File: config.mk
export PLATFORM = sky130hd
export DESIGN_NAME = scpr_sqrt_cell
export DESIGN_NICKNAME = d
export VERILOG_FILES = /design/src/scpr_pkg.sv /design/src/scpr_sqrt_cell.sv
export SDC_FILE = /design/constraint.sdc
export NUM_CORES = 1
export LEC_CHECK = 0
export ABC_AREA = 1
export BUFFER_PORTS_ARGS = -buffer_cell sky130_fd_sc_hd__buf_2
export CAP_MARGIN = 20
export CORE_ASPECT_RATIO = 2
export CORE_MARGIN = 2
export CORE_UTILIZATION = 50
export CTS_CLUSTER_SIZE = 30
export DETAILED_ROUTE_END_ITERATION = 16
export GPL_TIMING_DRIVEN = 0
export PLACE_DENSITY = 0.76
export SETUP_SLACK_MARGIN = 0.05
export SYNTH_ARGS = -nofsm -noshare
export SYNTH_HDL_FRONTEND = slang
export SYNTH_SLANG_ARGS = --single-unit
export TNS_END_PERCENT = 20
File: constraint.sdc
create_clock -name clk_i -period 2.22 [get_ports clk_i]
set_clock_uncertainty 0.15 [all_clocks]
set_input_delay 0.222 -clock clk_i [delete_from_list [all_inputs] [get_ports clk_i]]
set_output_delay 0.222 -clock clk_i [all_outputs]
set_load 0.02 [all_outputs]
File: src/scpr_pkg.sv
// scpr_pkg: shared types and constants of the soft edge circle pixel renderer
// no dependencies; imported by every module under src

package scpr_pkg;

  localparam int unsigned EdgeBits = 12;
  localparam int unsigned CfgIdxW  = 3;

  localparam int unsigned EdgeReset     = 16;
  localparam int unsigned InteriorReset = 65535;
  localparam int unsigned RowsReset     = 480;
  localparam int unsigned ColsReset     = 640;

  typedef enum logic [CfgIdxW-1:0] {
    CfgCenterX  = 3'd0,
    CfgCenterY  = 3'd1,
    CfgRadius   = 3'd2,
    CfgEdge     = 3'd3,
    CfgInterior = 3'd4,
    CfgExterior = 3'd5,
    CfgRows     = 3'd6,
    CfgCols     = 3'd7
  } cfg_reg_e;

  typedef enum logic [1:0] {
    RegionInterior = 2'd0,
    RegionBand     = 2'd1,
    RegionExterior = 2'd2
  } region_e;

endpackage

File: src/scpr_sqrt_cell.sv
// scpr_sqrt_cell: one bit step of the integer square root chain
// decides root bit STEP, passes remainder, partial root and region on
// depends on scpr_pkg

module scpr_sqrt_cell #(
  parameter int unsigned ROOT_W = 18,
  parameter int unsigned STEP   = 0
) (
  input  logic                    clk_i,
  input  logic                    rst_ni,
  input  logic                    en_i,
  input  logic                    valid_i,
  input  logic [2*ROOT_W-1:0]     rem_i,
  input  logic [ROOT_W-1:0]       root_i,
  input  scpr_pkg::region_e       region_i,
  output logic                    valid_o,
  output logic [2*ROOT_W-1:0]     rem_o,
  output logic [ROOT_W-1:0]       root_o,
  output scpr_pkg::region_e       region_o
);
  import scpr_pkg::*;

  localparam int unsigned ValW = 2 * ROOT_W;

  logic [ValW:0]     rem_ext;
  logic [ValW:0]     trial;
  logic              take;
  logic              valid_q;
  logic [ValW-1:0]   rem_d, rem_q;
  logic [ROOT_W-1:0] root_d, root_q;
  region_e           region_q;

  assign rem_ext = {1'b0, rem_i};
  // partial root holds only bits above STEP, so the add is an or
  assign trial = ((ValW+1)'(root_i) << (STEP + 1)) | ((ValW+1)'(1) << (2 * STEP));
  assign take  = rem_ext >= trial;

  always_comb begin
    rem_d  = rem_i;
    root_d = root_i;
    if (take) begin
      rem_d  = ValW'(rem_ext - trial);
      root_d = root_i | (ROOT_W'(1) << STEP);
    end
  end

  always_ff @(posedge clk_i or negedge rst_ni) begin
    if (!rst_ni) begin
      valid_q <= 1'b0;
    end else if (en_i) begin
      valid_q <= valid_i;
    end
  end

  always_ff @(posedge clk_i) begin
    if (en_i) begin
      rem_q    <= rem_d;
      root_q   <= root_d;
      region_q <= region_i;
    end
  end

  assign valid_o  = valid_q;
  assign rem_o    = rem_q;
  assign root_o   = root_q;
  assign region_o = region_q;

endmodule

# Word-level counts from Yosys, hierarchy flattened
# Cells that the tools add are included.
[totals]
register_bits = 57
in_bits = 60
output_inout_bits = 57
wordCells = 8
[op_classes]
add_sub_neg = 1
n_lt_le_gt_ge = 1
n_mux = 1
[op_table]
columns = ["operator", "count"]
rows = [
  ["greater-or-equal comparator 36 x 19 -> 1 bit", 1],
  ["2-to-1 mux 36 bit", 1],
  ["subtractor 36 x 19 -> 36 bit", 1],
]

# Longest topological paths before layout
[logic_depth]
depth_word = 2
mapped_depth = 15
mapped_depth_nobuf = 14

# Worst setup path after synthesis
# OpenSTA, ideal clock, no wires.
[synth_path]
path_kind = "in2reg"
startpoint = "input root_i[0]"
endpoint = "register rem_q[5] (netlist: rem_o[5]) (data pin)"
setup_ps = 257
arrival_ps = 1571
required_time_ps = 1813
setup_slack_ps = 242
stages = 11
path_buffers = 1
path_cell_list = "inv_1 > fa_1 > nand3_1 > nand2_1 > nand3_1 > nand3_1 > nand2_1 > nand3_2 > inv_4 > buf_8 > o21ai_2"
[synth_between]
elab_chain_len = 2
elab_cells_between_ends = 3
classes_between = "add/sub: 1; order compare: 1; mux: 1"
[synth_rtl]
columns = ["item", "line", "source"]
rows = [
  ["start, declared", "scpr_sqrt_cell.sv:14", "input logic [ROOT_W-1:0] root_i,"],
  ["subtractor 36 x 19 -> 36 bit / greater-or-equal comparator 36 x 19 -> 1 bit (equally long branches)", "scpr_sqrt_cell.sv:42, scpr_sqrt_cell.sv:36", ""],
  ["2-to-1 mux 36 bit (*)", "scpr_sqrt_cell.sv:41", "if (take) begin"],
  ["via rem_d[5]", "scpr_sqrt_cell.sv:29", "logic [ValW-1:0] rem_d, rem_q;"],
  ["end signal, assigned", "scpr_sqrt_cell.sv:57", "rem_q <= rem_d;"],
  ["end, declared", "scpr_sqrt_cell.sv:29", ""],
]
# The timed path passes the listed nets; every way through them passes the cells marked *.
# A chain may end at the register's enable or synchronous reset.

# Worst setup path after layout
[layout_path]
startpoint = "input rem_i[1]"
endpoint = "register rem_q[27] (netlist: rem_o[27]) (data pin)"
[layout_between]
elab_chain_len = 2
elab_cells_between_ends = 3
classes_between = "add/sub: 1; order compare: 1; mux: 1"
[layout_rtl]
columns = ["item", "line", "source"]
rows = [
  ["start, declared", "scpr_sqrt_cell.sv:13", "input logic [2*ROOT_W-1:0] rem_i,"],
  ["subtractor 36 x 19 -> 36 bit / greater-or-equal comparator 36 x 19 -> 1 bit (equally long branches)", "scpr_sqrt_cell.sv:42, scpr_sqrt_cell.sv:36", ""],
  ["2-to-1 mux 36 bit (*)", "scpr_sqrt_cell.sv:41", ""],
  ["via rem_d[27]", "scpr_sqrt_cell.sv:29", ""],
]
# Marked as above.

==> impl_metrics.ini <==
[timing]
final-hold-violation-count = 0
worstMarginPinSlew_ns = 0.5208
relSlewSlack = 0.6528
setup_tns_ns = 0
fin_crit_sh = 0.9384
fin_crit_ns = 2.083
rsz0062_at_grt = yes
setup-violations-final = 0
final_max_slew_viol_count = 0
timing.fmax_ghz = 0.4800

[clock_tree]
cts_setup_buffers = 0
cts_made_buffers = 9
cts_buffer_depth = 2
cts.sinks = 57
worstSkewPairLatency_ns = 0.33
cts_max_level = 3
path_clk_slew_ns = 0.05
root_buffer = clkbuf_16
cts_tree = built

[floorplan]
pin_count = 117
die_h_um = 131.3
fp.dieW_um = 67.67
dieArea_sq_um = 8888
core_area_sq_um = 7885
rows = 46
start_util = 0.5141

[power]
p_per_area_nw_per_um2 = 724.5
p_leak_nw = 2.527
seqPwrFrac = 0.350
total_power_mw = 3.864
p_int_mw = 2.774
clock_power_share = 0.415
p_sw_mw = 1.090
power_frac_comb = 0.235
vdd_drop_max_mv = 0.3925
switching_share = 0.2821

[route]
dr.pass1.iters = 5
wire_per_inst_um = 15.66
wirelength_um = 11980
ant_nets = 0
drc = 0
viasPerCell = 5.115
num_vias = 3913
drt_iter0_markers = 232

[run]
max_cap_viol_count = 0

[yosys]
async_reset_ff_frac = 0.01754
yosys.cell_types.count = 35
ys.warnings.count = 0
ys.flop_type = edfxtp_1
synth-edff-count = 56
synth_fp_nets = 595
synth_area_per_cell_sq_um = 7.872
synth_area_sq_um = 4054
synthCells = 515
synth_seq_cells = 57
ys_seq_area_frac = 0.4210

[final_layout]
drive_gt1_frac = 0.2601
final_cell_mix = nand2_1 (157), buf_2 (117), inv_1 (75)
mostFrequentLayoutCell = nand2_1
fin_nets = 744
syn_to_final_growth_pct = 31.57
antenna_cells = 0
fillers = 642

[worst_hold_path]
hp-start = rem_i[28]
min_path_type = in2reg

[critical_path]
crit_path_frequent_cell = nand3_1
end_kind = flop
crit_chain = buf_2 > fa_1 > nand3_1 > nand2_1 > nand3_1 > nand3_1 > nand2_1 > nand3_2 > inv_4 > buf_6 > a21oi_1
crit_type = in2reg
crit_arrival_ns = 2.01
reg2reg_from = valid_o
startpoint = rem_i[1]
cp_max_fo = 10
cp_slowest_stage_delay_ns = 0.49
worstSetupStartpointType = input pin
cp_slowest_cell = fa_1
cp_data_required_time_ns = 2.15

[place]
hpwl_um = 9492
io_buffers = 116
gp_congestion = 0.9234

[global_route]
grt_pass1_vias = 3868
grt_pass1_wl_um = 18520
grt_antenna_before_repair = 0
globalRouteTotalUtil = 0.2838
grt-ovfl-total = 0
grt_max_degree = 39

[run_status]
status = finished clean
what timing repair did:
item / in CTS / in global routing
gates resized for setup: 0 / 1
hold endpoints to repair: 21 / 0
endpoints found under the setup margin: 0 / 2
hold buffers: 21 / 0
cell families after synthesis:
family	share of synthesized area
simple gates	0.2898
buf+inv	0.08703
compound gates	0.09907
flops	0.4210
fa+ha+maj	0.06358
xor+xnor	0.03673
mux	0.002778
layout make-up:
type                       count  area [sq um]  share of cell area
multi-input combinational    376          1999              0.3749
sequential                    57          1707              0.3200
tap                           96         120.1             0.02252
buffer                         6         65.06             0.01220
clock buffer                  10         239.0             0.04480
timing repair buffer         138         810.8              0.1520
clock inverter                 6         105.1             0.01970
inverter                      76         287.8             0.05395
worst paths after layout:
kind / to / slack, ns / depth (start not counted)
worst min register to register: valid_o / 0.36 / 1
worst max register to register: valid_o / 1.33 / 1
max in group asynchronous: valid_o / 1.78 / 2
worst min-delay path: rem_o[28] / 0.03 / 3
min in group asynchronous: valid_o / 0.06 / 2
worst max-delay path: rem_o[27] / 0.14 / 11
per-stage QoR:
stage | worst slack [ns] | cells | hold slack (ns) | cell area, sq um | util
finish | 0.1368 | 765 | 0.02872 | 5334 | 0.6765
global placement | -0.1947 | 727 | -0.1527 | 4755 | 0.6030
global route | 0.04817 | 765 | 0.02727 | 5334 | 0.6765
floorplan | 0.2423 | 515 | -0.2236 | 4054 | -
CTS | 0.1427 | 765 | 0.01839 | 5329 | 0.6758
detailed placement | -0.1780 | 728 | -0.1484 | 4775 | 0.6055
power groups by stage:
stage	clock network [mW]	logic (mW)	registers, mW
final	1.60	0.908	1.35
after global routing	1.66	0.992	1.37
after CTS	1.62	0.904	1.35
after detailed placement	0	0.871	1.37
after global placement	0	0.856	1.37
after floorplan	0	0.403	1.53
Yosys cell counts (4+ instances only):
master    instances  area, sq um
ha_1             19        237.7
xnor2_1          12        105.1
nor3_1            9        45.04
nand4_1           8        50.05
nor2_1           46        172.7
a21oi_2           5        43.79
o21ai_0          15        75.07
xor2_1            5        43.79
o21ai_2          14        122.6
buf_6             4        45.04
edfxtp_1         56         1682
a21oi_1          25        125.1
inv_1            75        281.5
nand2_1         157        589.3
nand3_1          38        190.2
state kept, by name (all words and copies together), names as in the netlist:
register,flops
root_o,18
rem_o,36
valid_o,1
region_o,2
layer usage:
| layer | vias to the layer above | global-route usage | share of wire |
|---|---|---|---|
| li1 | 2002 | - | - |
| met1 | 1751 | 0.2848 | 0.35 |
| met2 | 133 | 0.5316 | 0.57 |
| met3 | 27 | 0.05223 | 0.043 |
| met4 | 0 | 0.1213 | 0.034 |
| met5 | - | 0 | 0 |
worst max-delay path: cells and delay by family:
kind	cells	cell delay (ns)
and+or+nand+nor	6	0.76
adders and majority gates	1	0.49
buffers and inverters	3	0.44
AOI/OAI and AO/OA	1	0.07
Power figures use the tool's default switching activity.
