==> src/scpr_pkg.sv <==
// scpr_pkg: shared types and constants of the soft edge circle pixel renderer
// no dependencies; imported by every module under src

package scpr_pkg;

  localparam int unsigned EdgeBits = 12;
  localparam int unsigned CfgIdxW  = 3;

  localparam int unsigned EdgeReset     = 16;
  localparam int unsigned InteriorReset = 65535;
  localparam int unsigned RowsReset     = 480;
  localparam int unsigned ColsReset     = 640;

  typedef enum logic [CfgIdxW-1:0] {
    CfgCenterX  = 3'd0,
    CfgCenterY  = 3'd1,
    CfgRadius   = 3'd2,
    CfgEdge     = 3'd3,
    CfgInterior = 3'd4,
    CfgExterior = 3'd5,
    CfgRows     = 3'd6,
    CfgCols     = 3'd7
  } cfg_reg_e;

  typedef enum logic [1:0] {
    RegionInterior = 2'd0,
    RegionBand     = 2'd1,
    RegionExterior = 2'd2
  } region_e;

endpackage

==> src/scpr_div_cell.sv <==
// scpr_div_cell: one quotient bit of the restoring divider chain
// decides quotient bit STEP, passes remainder, quotient and region on
// depends on scpr_pkg

module scpr_div_cell #(
  parameter int unsigned NUM_W = 29,
  parameter int unsigned DEN_W = 13,
  parameter int unsigned QUO_W = 16,
  parameter int unsigned STEP  = 0
) (
  input  logic               clk_i,
  input  logic               rst_ni,
  input  logic               en_i,
  input  logic               valid_i,
  input  logic [NUM_W-1:0]   rem_i,
  input  logic [QUO_W-1:0]   quo_i,
  input  logic [DEN_W-1:0]   den_i,
  input  scpr_pkg::region_e  region_i,
  output logic               valid_o,
  output logic [NUM_W-1:0]   rem_o,
  output logic [QUO_W-1:0]   quo_o,
  output scpr_pkg::region_e  region_o
);
  import scpr_pkg::*;

  logic [NUM_W-1:0] den_sh;
  logic             take;
  logic             valid_q;
  logic [NUM_W-1:0] rem_d, rem_q;
  logic [QUO_W-1:0] quo_d, quo_q;
  region_e          region_q;

  assign den_sh = NUM_W'(den_i) << STEP;
  assign take   = rem_i >= den_sh;

  always_comb begin
    rem_d = rem_i;
    quo_d = quo_i;
    if (take) begin
      rem_d = rem_i - den_sh;
      quo_d = quo_i | (QUO_W'(1) << STEP);
    end
  end

  always_ff @(posedge clk_i or negedge rst_ni) begin
    if (!rst_ni) begin
      valid_q <= 1'b0;
    end else if (en_i) begin
      valid_q <= valid_i;
    end
  end

  always_ff @(posedge clk_i) begin
    if (en_i) begin
      rem_q    <= rem_d;
      quo_q    <= quo_d;
      region_q <= region_i;
    end
  end

  assign valid_o  = valid_q;
  assign rem_o    = rem_q;
  assign quo_o    = quo_q;
  assign region_o = region_q;

endmodule

==> config.mk <==
export PLATFORM = sky130hd
export DESIGN_NAME = scpr_div_cell
export DESIGN_NICKNAME = d
export VERILOG_FILES = /design/src/scpr_pkg.sv /design/src/scpr_div_cell.sv
export SDC_FILE = /design/constraint.sdc
export NUM_CORES = 1
export LEC_CHECK = 0
export ABC_AREA = 0
export BUFFER_PORTS_ARGS = -buffer_cell sky130_fd_sc_hd__clkbuf_2
export CORE_UTILIZATION = 40
export CTS_BUF_LIST = sky130_fd_sc_hd__clkbuf_4
export CTS_CLUSTER_SIZE = 25
export DETAILED_ROUTE_END_ITERATION = 8
export GPL_TIMING_DRIVEN = 0
export HOLD_SLACK_MARGIN = 0.03
export PLACE_DENSITY_LB_ADDON = 0.08
export SKIP_CTS_REPAIR_TIMING = 1
export SLEW_MARGIN = 5
export SYNTH_ARGS = -nofsm -noshare
export SYNTH_HDL_FRONTEND = slang
export SYNTH_SLANG_ARGS = --single-unit
==> constraint.sdc <==
create_clock -name clk_i -period 0.8 [get_ports clk_i]
set_input_delay 0.08 -clock clk_i [delete_from_list [all_inputs] [get_ports clk_i]]
set_output_delay 0.08 -clock clk_i [all_outputs]
set_load 0.005 [all_outputs]
* Word level (Yosys, flattened, before mapping) *
Index checks and enable logic that the tools add are counted.

word-level totals
  register bits after elaboration = 48
  bits in latches = 0
  RAM bits = 0
  ROM bits = 0
  output and inout bits = 48
  memories kept = 0

cells by class
  add/sub/neg operators = 1
  multiply operators = 0
  div/mod/pow operators = 0
  magnitude comparators = 1
  equality and inequality tests = 0
  shift-type cells = 0
  multiplexer cells = 1
  bitwise gates (word level) = 0
  reduce and logical (&&, ||, !) cells = 0

operator list
  operator                                                        count
  29-bit by 13-bit greater-or-equal comparator with 1-bit output  1
  29-bit 2-to-1 mux                                               1
  29-bit by 13-bit subtractor with 29-bit output                  1

* Longest topological paths before layout *
Gate-level depths: netlist of the first run.

  depth in word-level cells = 2
  gate-level depth with buffers = 11
  depth with buffers taken out = 10

* Worst setup path before layout of the first run *
No wires, ideal clock.

  path kind = in2reg
  from = input port rem_i[22]
  to = register rem_q[11], in the netlist rem_o[11], data pin
  setup time = 0.260 ns
  arrival = 2.354 ns
  required time = 0.540 ns
  slack = -1.814 ns
  stages on the path = 7
  buffers on the path = 1
  path through = or4_4 or3_4 or4_4 nor4_4 nand2_2 buf_6 mux2_4

between the ends
  cells in the longest elaborated chain, start to end = 2

ends and longest elaborated chain
  what                                                            line                 text
  start: declaration                                              scpr_div_cell.sv:15  input logic [NUM_W-1:0] rem_i,
  29-bit by 13-bit greater-or-equal comparator with 1-bit output  scpr_div_cell.sv:34  assign take = rem_i >= den_sh;
  29-bit 2-to-1 mux                                               scpr_div_cell.sv:39  if (take) begin
  named net rem_d[11]                                             scpr_div_cell.sv:29  logic [NUM_W-1:0] rem_d, rem_q;
  end signal: assignment                                          scpr_div_cell.sv:55  rem_q <= rem_d;
  end: declaration                                                scpr_div_cell.sv:29

The timed path passes the listed nets, and every way through them passes these cells.
A chain may end at the register's enable or synchronous reset.

* Worst setup path in the final report of the first run *
  from = input port rem_i[22]
  to = register rem_q[9], in the netlist rem_o[9], data pin

The elaborated chain is that of the path after synthesis.

==> flow_summary_export.csv, run 1 <==
group,metric,value,unit
run_status,status,"finished with violations",
run_status,failed_checks,"setup timing",
finish,layout_commonest_cell,"clkbuf_2",
clock_network,ctsHtreeMaxLevel,2,
synth,syn_area,2630,um2
setup_path,worstPathRequired,0.93,ns
hold_path,min_path_type,"input pin to flop",
clock_network,cts_tree,"yes",
place,place_area,3290,um2
power_and_ir_drop,leakagePower,1.72,nW
setup_path,crit_arrival,2.58,ns
setup_path,worstSetupStartpointType,"input pin",
global_route,overflow,0,
route,drt_wl_total,6.26,mm
floorplanning,die_y,83.1,um
route,first_pass_iters,4,
flow_run,drv_cap,0,
global_route,grt_pass1_vias,2055,
finish,areaGrowthSynthToFinish,46.1,%
finish,final_cell_mix,"clkbuf_2, edfxtp_1, dlygate4sd3_1, nor2_1",
finish,drive_above_1_share,0.394,
clock_network,clk_pin_slew,0.16,ns
power_and_ir_drop,worst_ir_drop_vdd,1.33,mV
route,top_layer,"met4",
floorplanning,initial_core_util,0.414,
route,vias_per_cell,4.85,
synth,ys_seq_area_frac,0.546,
power_and_ir_drop,power_density,1680,nW/um2
synth,synth-edff-count,47,
clock_network,clockRootBuffer,"clkbuf_4",
finish,design_area,3840,um2
clock_network,cts_made_buffers,5,
power_and_ir_drop,p_total,6.45,mW
setup_path,crit_fanout,10,
timing,fin_crit,2.45,ns
floorplanning,die_width,83.1,um
route,met3_length,331,um
place,port_buffers,111,
setup_path,end_kind,"flop",
synth,synth_cell_types,43,
route,wl_per_cell,13.8,um
synth,yosysWarnings,0,
timing,layout_setup_ws,-1.65,ns
route,antenna_left,0,
global_route,antenna_found_initial,0,
global_route,grt_max_degree,49,
clock_network,clk_path_buf_depth,2,
setup_path,crit_type,"input pin to flop",
finish,final_cell_count_no_fill,453,
synth,ys_async_sr_fraction,0.0208,
timing,finClkSkew,0,ns
synth,ys_ff_latch,48,
route,wl_met2,3.01,mm
synth,avgSynthCellArea,11.9,um2
floorplanning,ios,112,
finish,final_net_count,453,
synth,synthCells,222,
floorplanning,row_count,29,
route,dr_total_vias,2198,
timing,period_share,3.07,
place,dp.cells,410,
timing,setup_viol,78,
route,route.detailed.drc,0,
floorplanning,core_area,6350,um2
synth,syn-num-nets,300,
floorplanning,die_area,6910,um2
route,wl_met1,2.85,mm
global_route,grt_usage,0.173,
timing,max_slew.worst_pin.slew,0.620,ns
place,hpwl,4.27,mm
route,drt_iter0_markers,99,
global_route,grt_pass1_wl,9.56,mm
timing,drv_slew,0,
timing,max_slew_margin,0.587,
clock_network,cts.sinks,48,
timing,hold_viol,0,
timing,rsz0062_at_grt,"true",
timing,timing.fmax,408,MHz
clock_network,clk_latency,0.36,ns
place,place.gp.congestion,0.856,
synth,yosys_most_used_dff,"edfxtp_1",
finish,n_antenna_cell,0,
==> power breakdown <==
part           internal [mW]  switching (mW)  leakage (nW)
clock network          0.985           0.847        0.0558
registers               3.07          0.0657         0.472
logic                  0.748           0.729          1.20
total                   4.81            1.64          1.72
==> cells in the mapped netlist, types with 2 or more instances <==
cell,instances,share of area
o211a_1,3,0.011
nand3_1,4,0.0076
a21oi_1,18,0.034
a311oi_1,3,0.010
ha_1,13,0.062
o21a_1,4,0.011
xnor2_1,12,0.040
a211oi_1,2,0.0057
inv_1,17,0.024
mux2_2,2,0.0086
o21ai_0,3,0.0057
nand4_1,3,0.0071
o211ai_1,2,0.0057
edfxtp_1,47,0.54
or4_4,2,0.0086
nor4_1,2,0.0048
nor3_1,7,0.013
nand2b_1,5,0.012
mux2_4,3,0.017
clkbuf_1,3,0.0043
nor2b_1,2,0.0048
a21o_1,2,0.0057
nor2_1,20,0.029
xor2_1,14,0.047
nand2_1,11,0.016
==> path summary, 6_finish.rpt <==
path                             end  slack (ns)      start  depth (start not counted)
setup / recovery            rem_o[9]       -1.65  rem_i[22]                          8
hold / removal             rem_o[11]        0.03  rem_i[11]                          2
setup reg to reg             valid_o        0.05    valid_o                          1
hold reg to reg              valid_o        0.53    valid_o                          1
max in group asynchronous    valid_o        0.17     rst_ni                          3
min in group asynchronous    valid_o        0.54     rst_ni                          3
==> flip-flops by register name, indices dropped and copies added (netlist names) <==
register / count
valid_o: 1
quo_o: 16
rem_o: 29
region_o: 2
==> layout make-up <==
cell class | count | area (um2)
Fill cell | 541 | 2510
Clock buffer | 5 | 37.5
Clock inverter | 3 | 68.8
Tap cell | 77 | 96.3
Multi-Input combinational cell | 152 | 1190
Timing Repair Buffer | 147 | 916
Buffer | 4 | 30.0
Sequential cell | 48 | 1440
Inverter | 17 | 63.8
==> worst max-delay path: stages <==
cell and delay, ns:
buf_6 0.09, or4_4 0.54, or3_4 0.35, or4_4 0.52
nor4_4 0.39, nand2_2 0.14, buf_8 0.18, mux2_4 0.29
==> routing by layer <==
metal  global-route usage  vias to the layer above
li1                     -                     1114
met3               0.0398                        6
met4               0.0596                        0
met1                0.223                     1001
met2                0.285                       77
met5                    0                        -
==> cells by family (layout without fill, tap and decap cells) <==
kind of cell | count (synthesis) | after routing | synth area share
and+or+nand+nor | 63 | 63 | 0.128
muxes | 5 | 5 | 0.0257
buffers and inverters | 22 | 176 | 0.0347
DFF | 48 | 48 | 0.546
xor gates and xnor gates | 26 | 26 | 0.0865
adders and majority gates | 14 | 14 | 0.0694
AOI/OAI and AO/OA | 44 | 44 | 0.110
==> stage by stage <==
step,utilization,setup TNS (ns),hold slack (ns),setup WS (ns)
final,0.605,-53.49,0.0277,-1.65
after global routing,0.605,-58.16,0.0144,-1.71
after CTS,0.535,-65.49,-0.563,-1.69
after detailed placement,0.519,-89.34,-0.145,-2.10
after global placement,0.519,-89.42,-0.145,-2.10
after floorplan,-,-50.33,-0.216,-1.81
(Power assumes the default switching activity.)
==> run 2, diff against run 1 <==
--- a/config.mk
+++ b/config.mk
@@ -7,12 +7,13 @@
 export LEC_CHECK = 0
 export ABC_AREA = 0
 export BUFFER_PORTS_ARGS = -buffer_cell sky130_fd_sc_hd__clkbuf_2
-export CORE_UTILIZATION = 40
+export CORE_UTILIZATION = 49
 export CTS_BUF_LIST = sky130_fd_sc_hd__clkbuf_4
 export CTS_CLUSTER_SIZE = 25
 export DETAILED_ROUTE_END_ITERATION = 8
 export GPL_TIMING_DRIVEN = 0
 export HOLD_SLACK_MARGIN = 0.03
+export MAX_ROUTING_LAYER = met4
 export PLACE_DENSITY_LB_ADDON = 0.08
 export SKIP_CTS_REPAIR_TIMING = 1
 export SLEW_MARGIN = 5
==> constraint.sdc (replaced) <==
create_clock -name clk_i -period 2.4 [get_ports clk_i]
set_input_delay 0.24 -clock clk_i [delete_from_list [all_inputs] [get_ports clk_i]]
set_output_delay 0.24 -clock clk_i [all_outputs]
set_load 0.005 [all_outputs]
==> run 2 against run 1 <==
Compared with the run above:
- the flow still finishes with violations (setup timing)
- critical endpoint is now rem_o[11]
- die area down 18%
- clock power down 74%
- utilization up 12 points
- sequential cell count unchanged
- cell area down 3.5%
- sequential power down 67%
- sequential share of layout area up 1.4 points
==> flow_summary_export.csv, run 2 (same netlist as run 1, synthesis figures left out) <==
group,metric,value,unit
timing,drv_slew,0,
route,first_pass_iters,5,
timing,timing.fmax,378,MHz
clock_network,clk_path_buf_depth,2,
place,hpwl,4.13,mm
route,route.detailed.drc,0,
route,antenna_left,0,
finish,areaGrowthSynthToFinish,40.9,%
setup_path,critPathTopFamily,"simple AND/OR/NAND/NOR gates",
finish,final_util,0.721,
setup_path,path_buf_inv,2,
global_route,grt_max_degree,49,
place,port_buffers,111,
clock_network,clk_pin_slew,0.13,ns
global_route,grt_pass1_vias,1854,
setup_path,crit_slowest_cell,"or4_4",
setup_path,crit_arrival,2.77,ns
finish,largest_reg_flops,29,
finish,final_cell_mix,"clkbuf_2, edfxtp_1, nor2_1, inv_1, dlygate4sd3_1",
timing,max_slew_margin,0.223,
timing,hold_viol,0,
global_route,overflow,0,
clock_network,clk_latency,0.36,ns
run_status,status,"finished with violations",
finish,final_cell_count_no_fill,432,
timing,fin_crit,2.65,ns
hold_path,min_path_type,"input pin to flop",
setup_path,max_stage_delay,0.54,ns
timing,layout_setup_ws,-0.248,ns
route,drt_wl_total,6.14,mm
finish,drive_above_1_share,0.434,
finish,layout_commonest_cell,"clkbuf_2",
floorplanning,die_area,5670,um2
timing,finClkSkew,0,ns
setup_path,crit_fanout,10,
timing,period_share,1.10,
setup_path,worstPathRequired,2.52,ns
floorplanning,core_area,5140,um2
global_route,grt_usage,0.203,
floorplanning,row_count,26,
global_route,antenna_found_initial,0,
clock_network,clockRootBuffer,"clkbuf_4",
timing,max_slew.worst_pin.slew,1.17,ns
setup_path,crit_type,"input pin to flop",
setup_path,path_cells,"buf_6 -> or4_4 -> or3_4 -> or4_4 -> nor4_4 -> nand2_2 -> buf_6 -> mux2_4",
floorplanning,die_y,75.3,um
timing,setup_viol,29,
power_and_ir_drop,leakagePower,1.67,nW
flow_run,drv_cap,0,
run_status,failed_checks,"setup timing",
floorplanning,die_width,75.3,um
finish,n_antenna_cell,0,
finish,final_net_count,439,
clock_network,ctsHtreeMaxLevel,2,
route,drt_iter0_markers,92,
setup_path,worstSetupStartpointType,"input pin",
power_and_ir_drop,power_density,542,nW/um2
finish,fill_cells,381,
power_and_ir_drop,worst_ir_drop_vdd,0.299,mV
setup_path,end_kind,"flop",
global_route,grt_pass1_wl,8.27,mm
floorplanning,initial_core_util,0.512,
route,vias_per_cell,5.07,
place,place.gp.congestion,0.824,
clock_network,cts.sinks,48,
floorplanning,ios,112,
route,wl_per_cell,14.2,um
route,dr_total_vias,2192,
clock_network,cts_made_buffers,5,
clock_network,cts_tree,"yes",
place,dp.cells,403,
timing,rsz0062_at_grt,"true",
-- run 2: cell type report --
class,count,area (um2),area share
buffer,4,30.0,0.00810
clock buffer,6,45.0,0.0121
inverter,17,63.8,0.0172
sequential,48,1440,0.387
timing repair buffer,133,774,0.209
clock inverter,2,35.0,0.00945
tap,70,87.6,0.0236
multi-input combinational,152,1230,0.333
-- run 2: power breakdown --
part           internal (mW)  switching [mW]
combinational          0.236           0.244
sequential              1.03          0.0213
clock                  0.230           0.252
total                   1.49           0.517
-- run 2: per-layer routing --
layer  share of wire  GRT usage  up-vias  wire [um]
met5               0          -        -          0
met2            0.51      0.324       97       3110
li1                -          -     1094          -
met3           0.073     0.0562        8        450
met4           0.013     0.0761        0         81
met1            0.41      0.245      993       2490
-- run 2: through the flow --
step / worst slack, ns / hold WS (ns) / setup TNS (ns) / area (um2) / total power [mW]
finish: -0.248 / 0.0519 / -4.47 / 3710 / 2.01
global route: -0.274 / 0.0315 / -5.61 / 3710 / 2.12
CTS: -0.249 / -0.385 / -3.42 / 3360 / 1.97
detailed placement: -0.641 / 0.0162 / -15.23 / 3280 / 1.49
global placement: -0.636 / 0.0150 / -15.15 / 3280 / 1.48
floorplan: -0.374 / -0.0556 / -7.13 / 2640 / 1.29
-- run 2: final timing paths --
path | startpoint | endpoint | slack [ns] | depth (start not counted)
setup reg to reg | valid_o | valid_o | 1.65 | 1
hold reg to reg | valid_o | valid_o | 0.53 | 1
min in group asynchronous | rst_ni | valid_o | 0.16 | 2
setup / recovery | rem_i[22] | rem_o[11] | -0.25 | 8
hold / removal | quo_i[15] | quo_o[15] | 0.05 | 1
max in group asynchronous | rst_ni | valid_o | 2.15 | 2
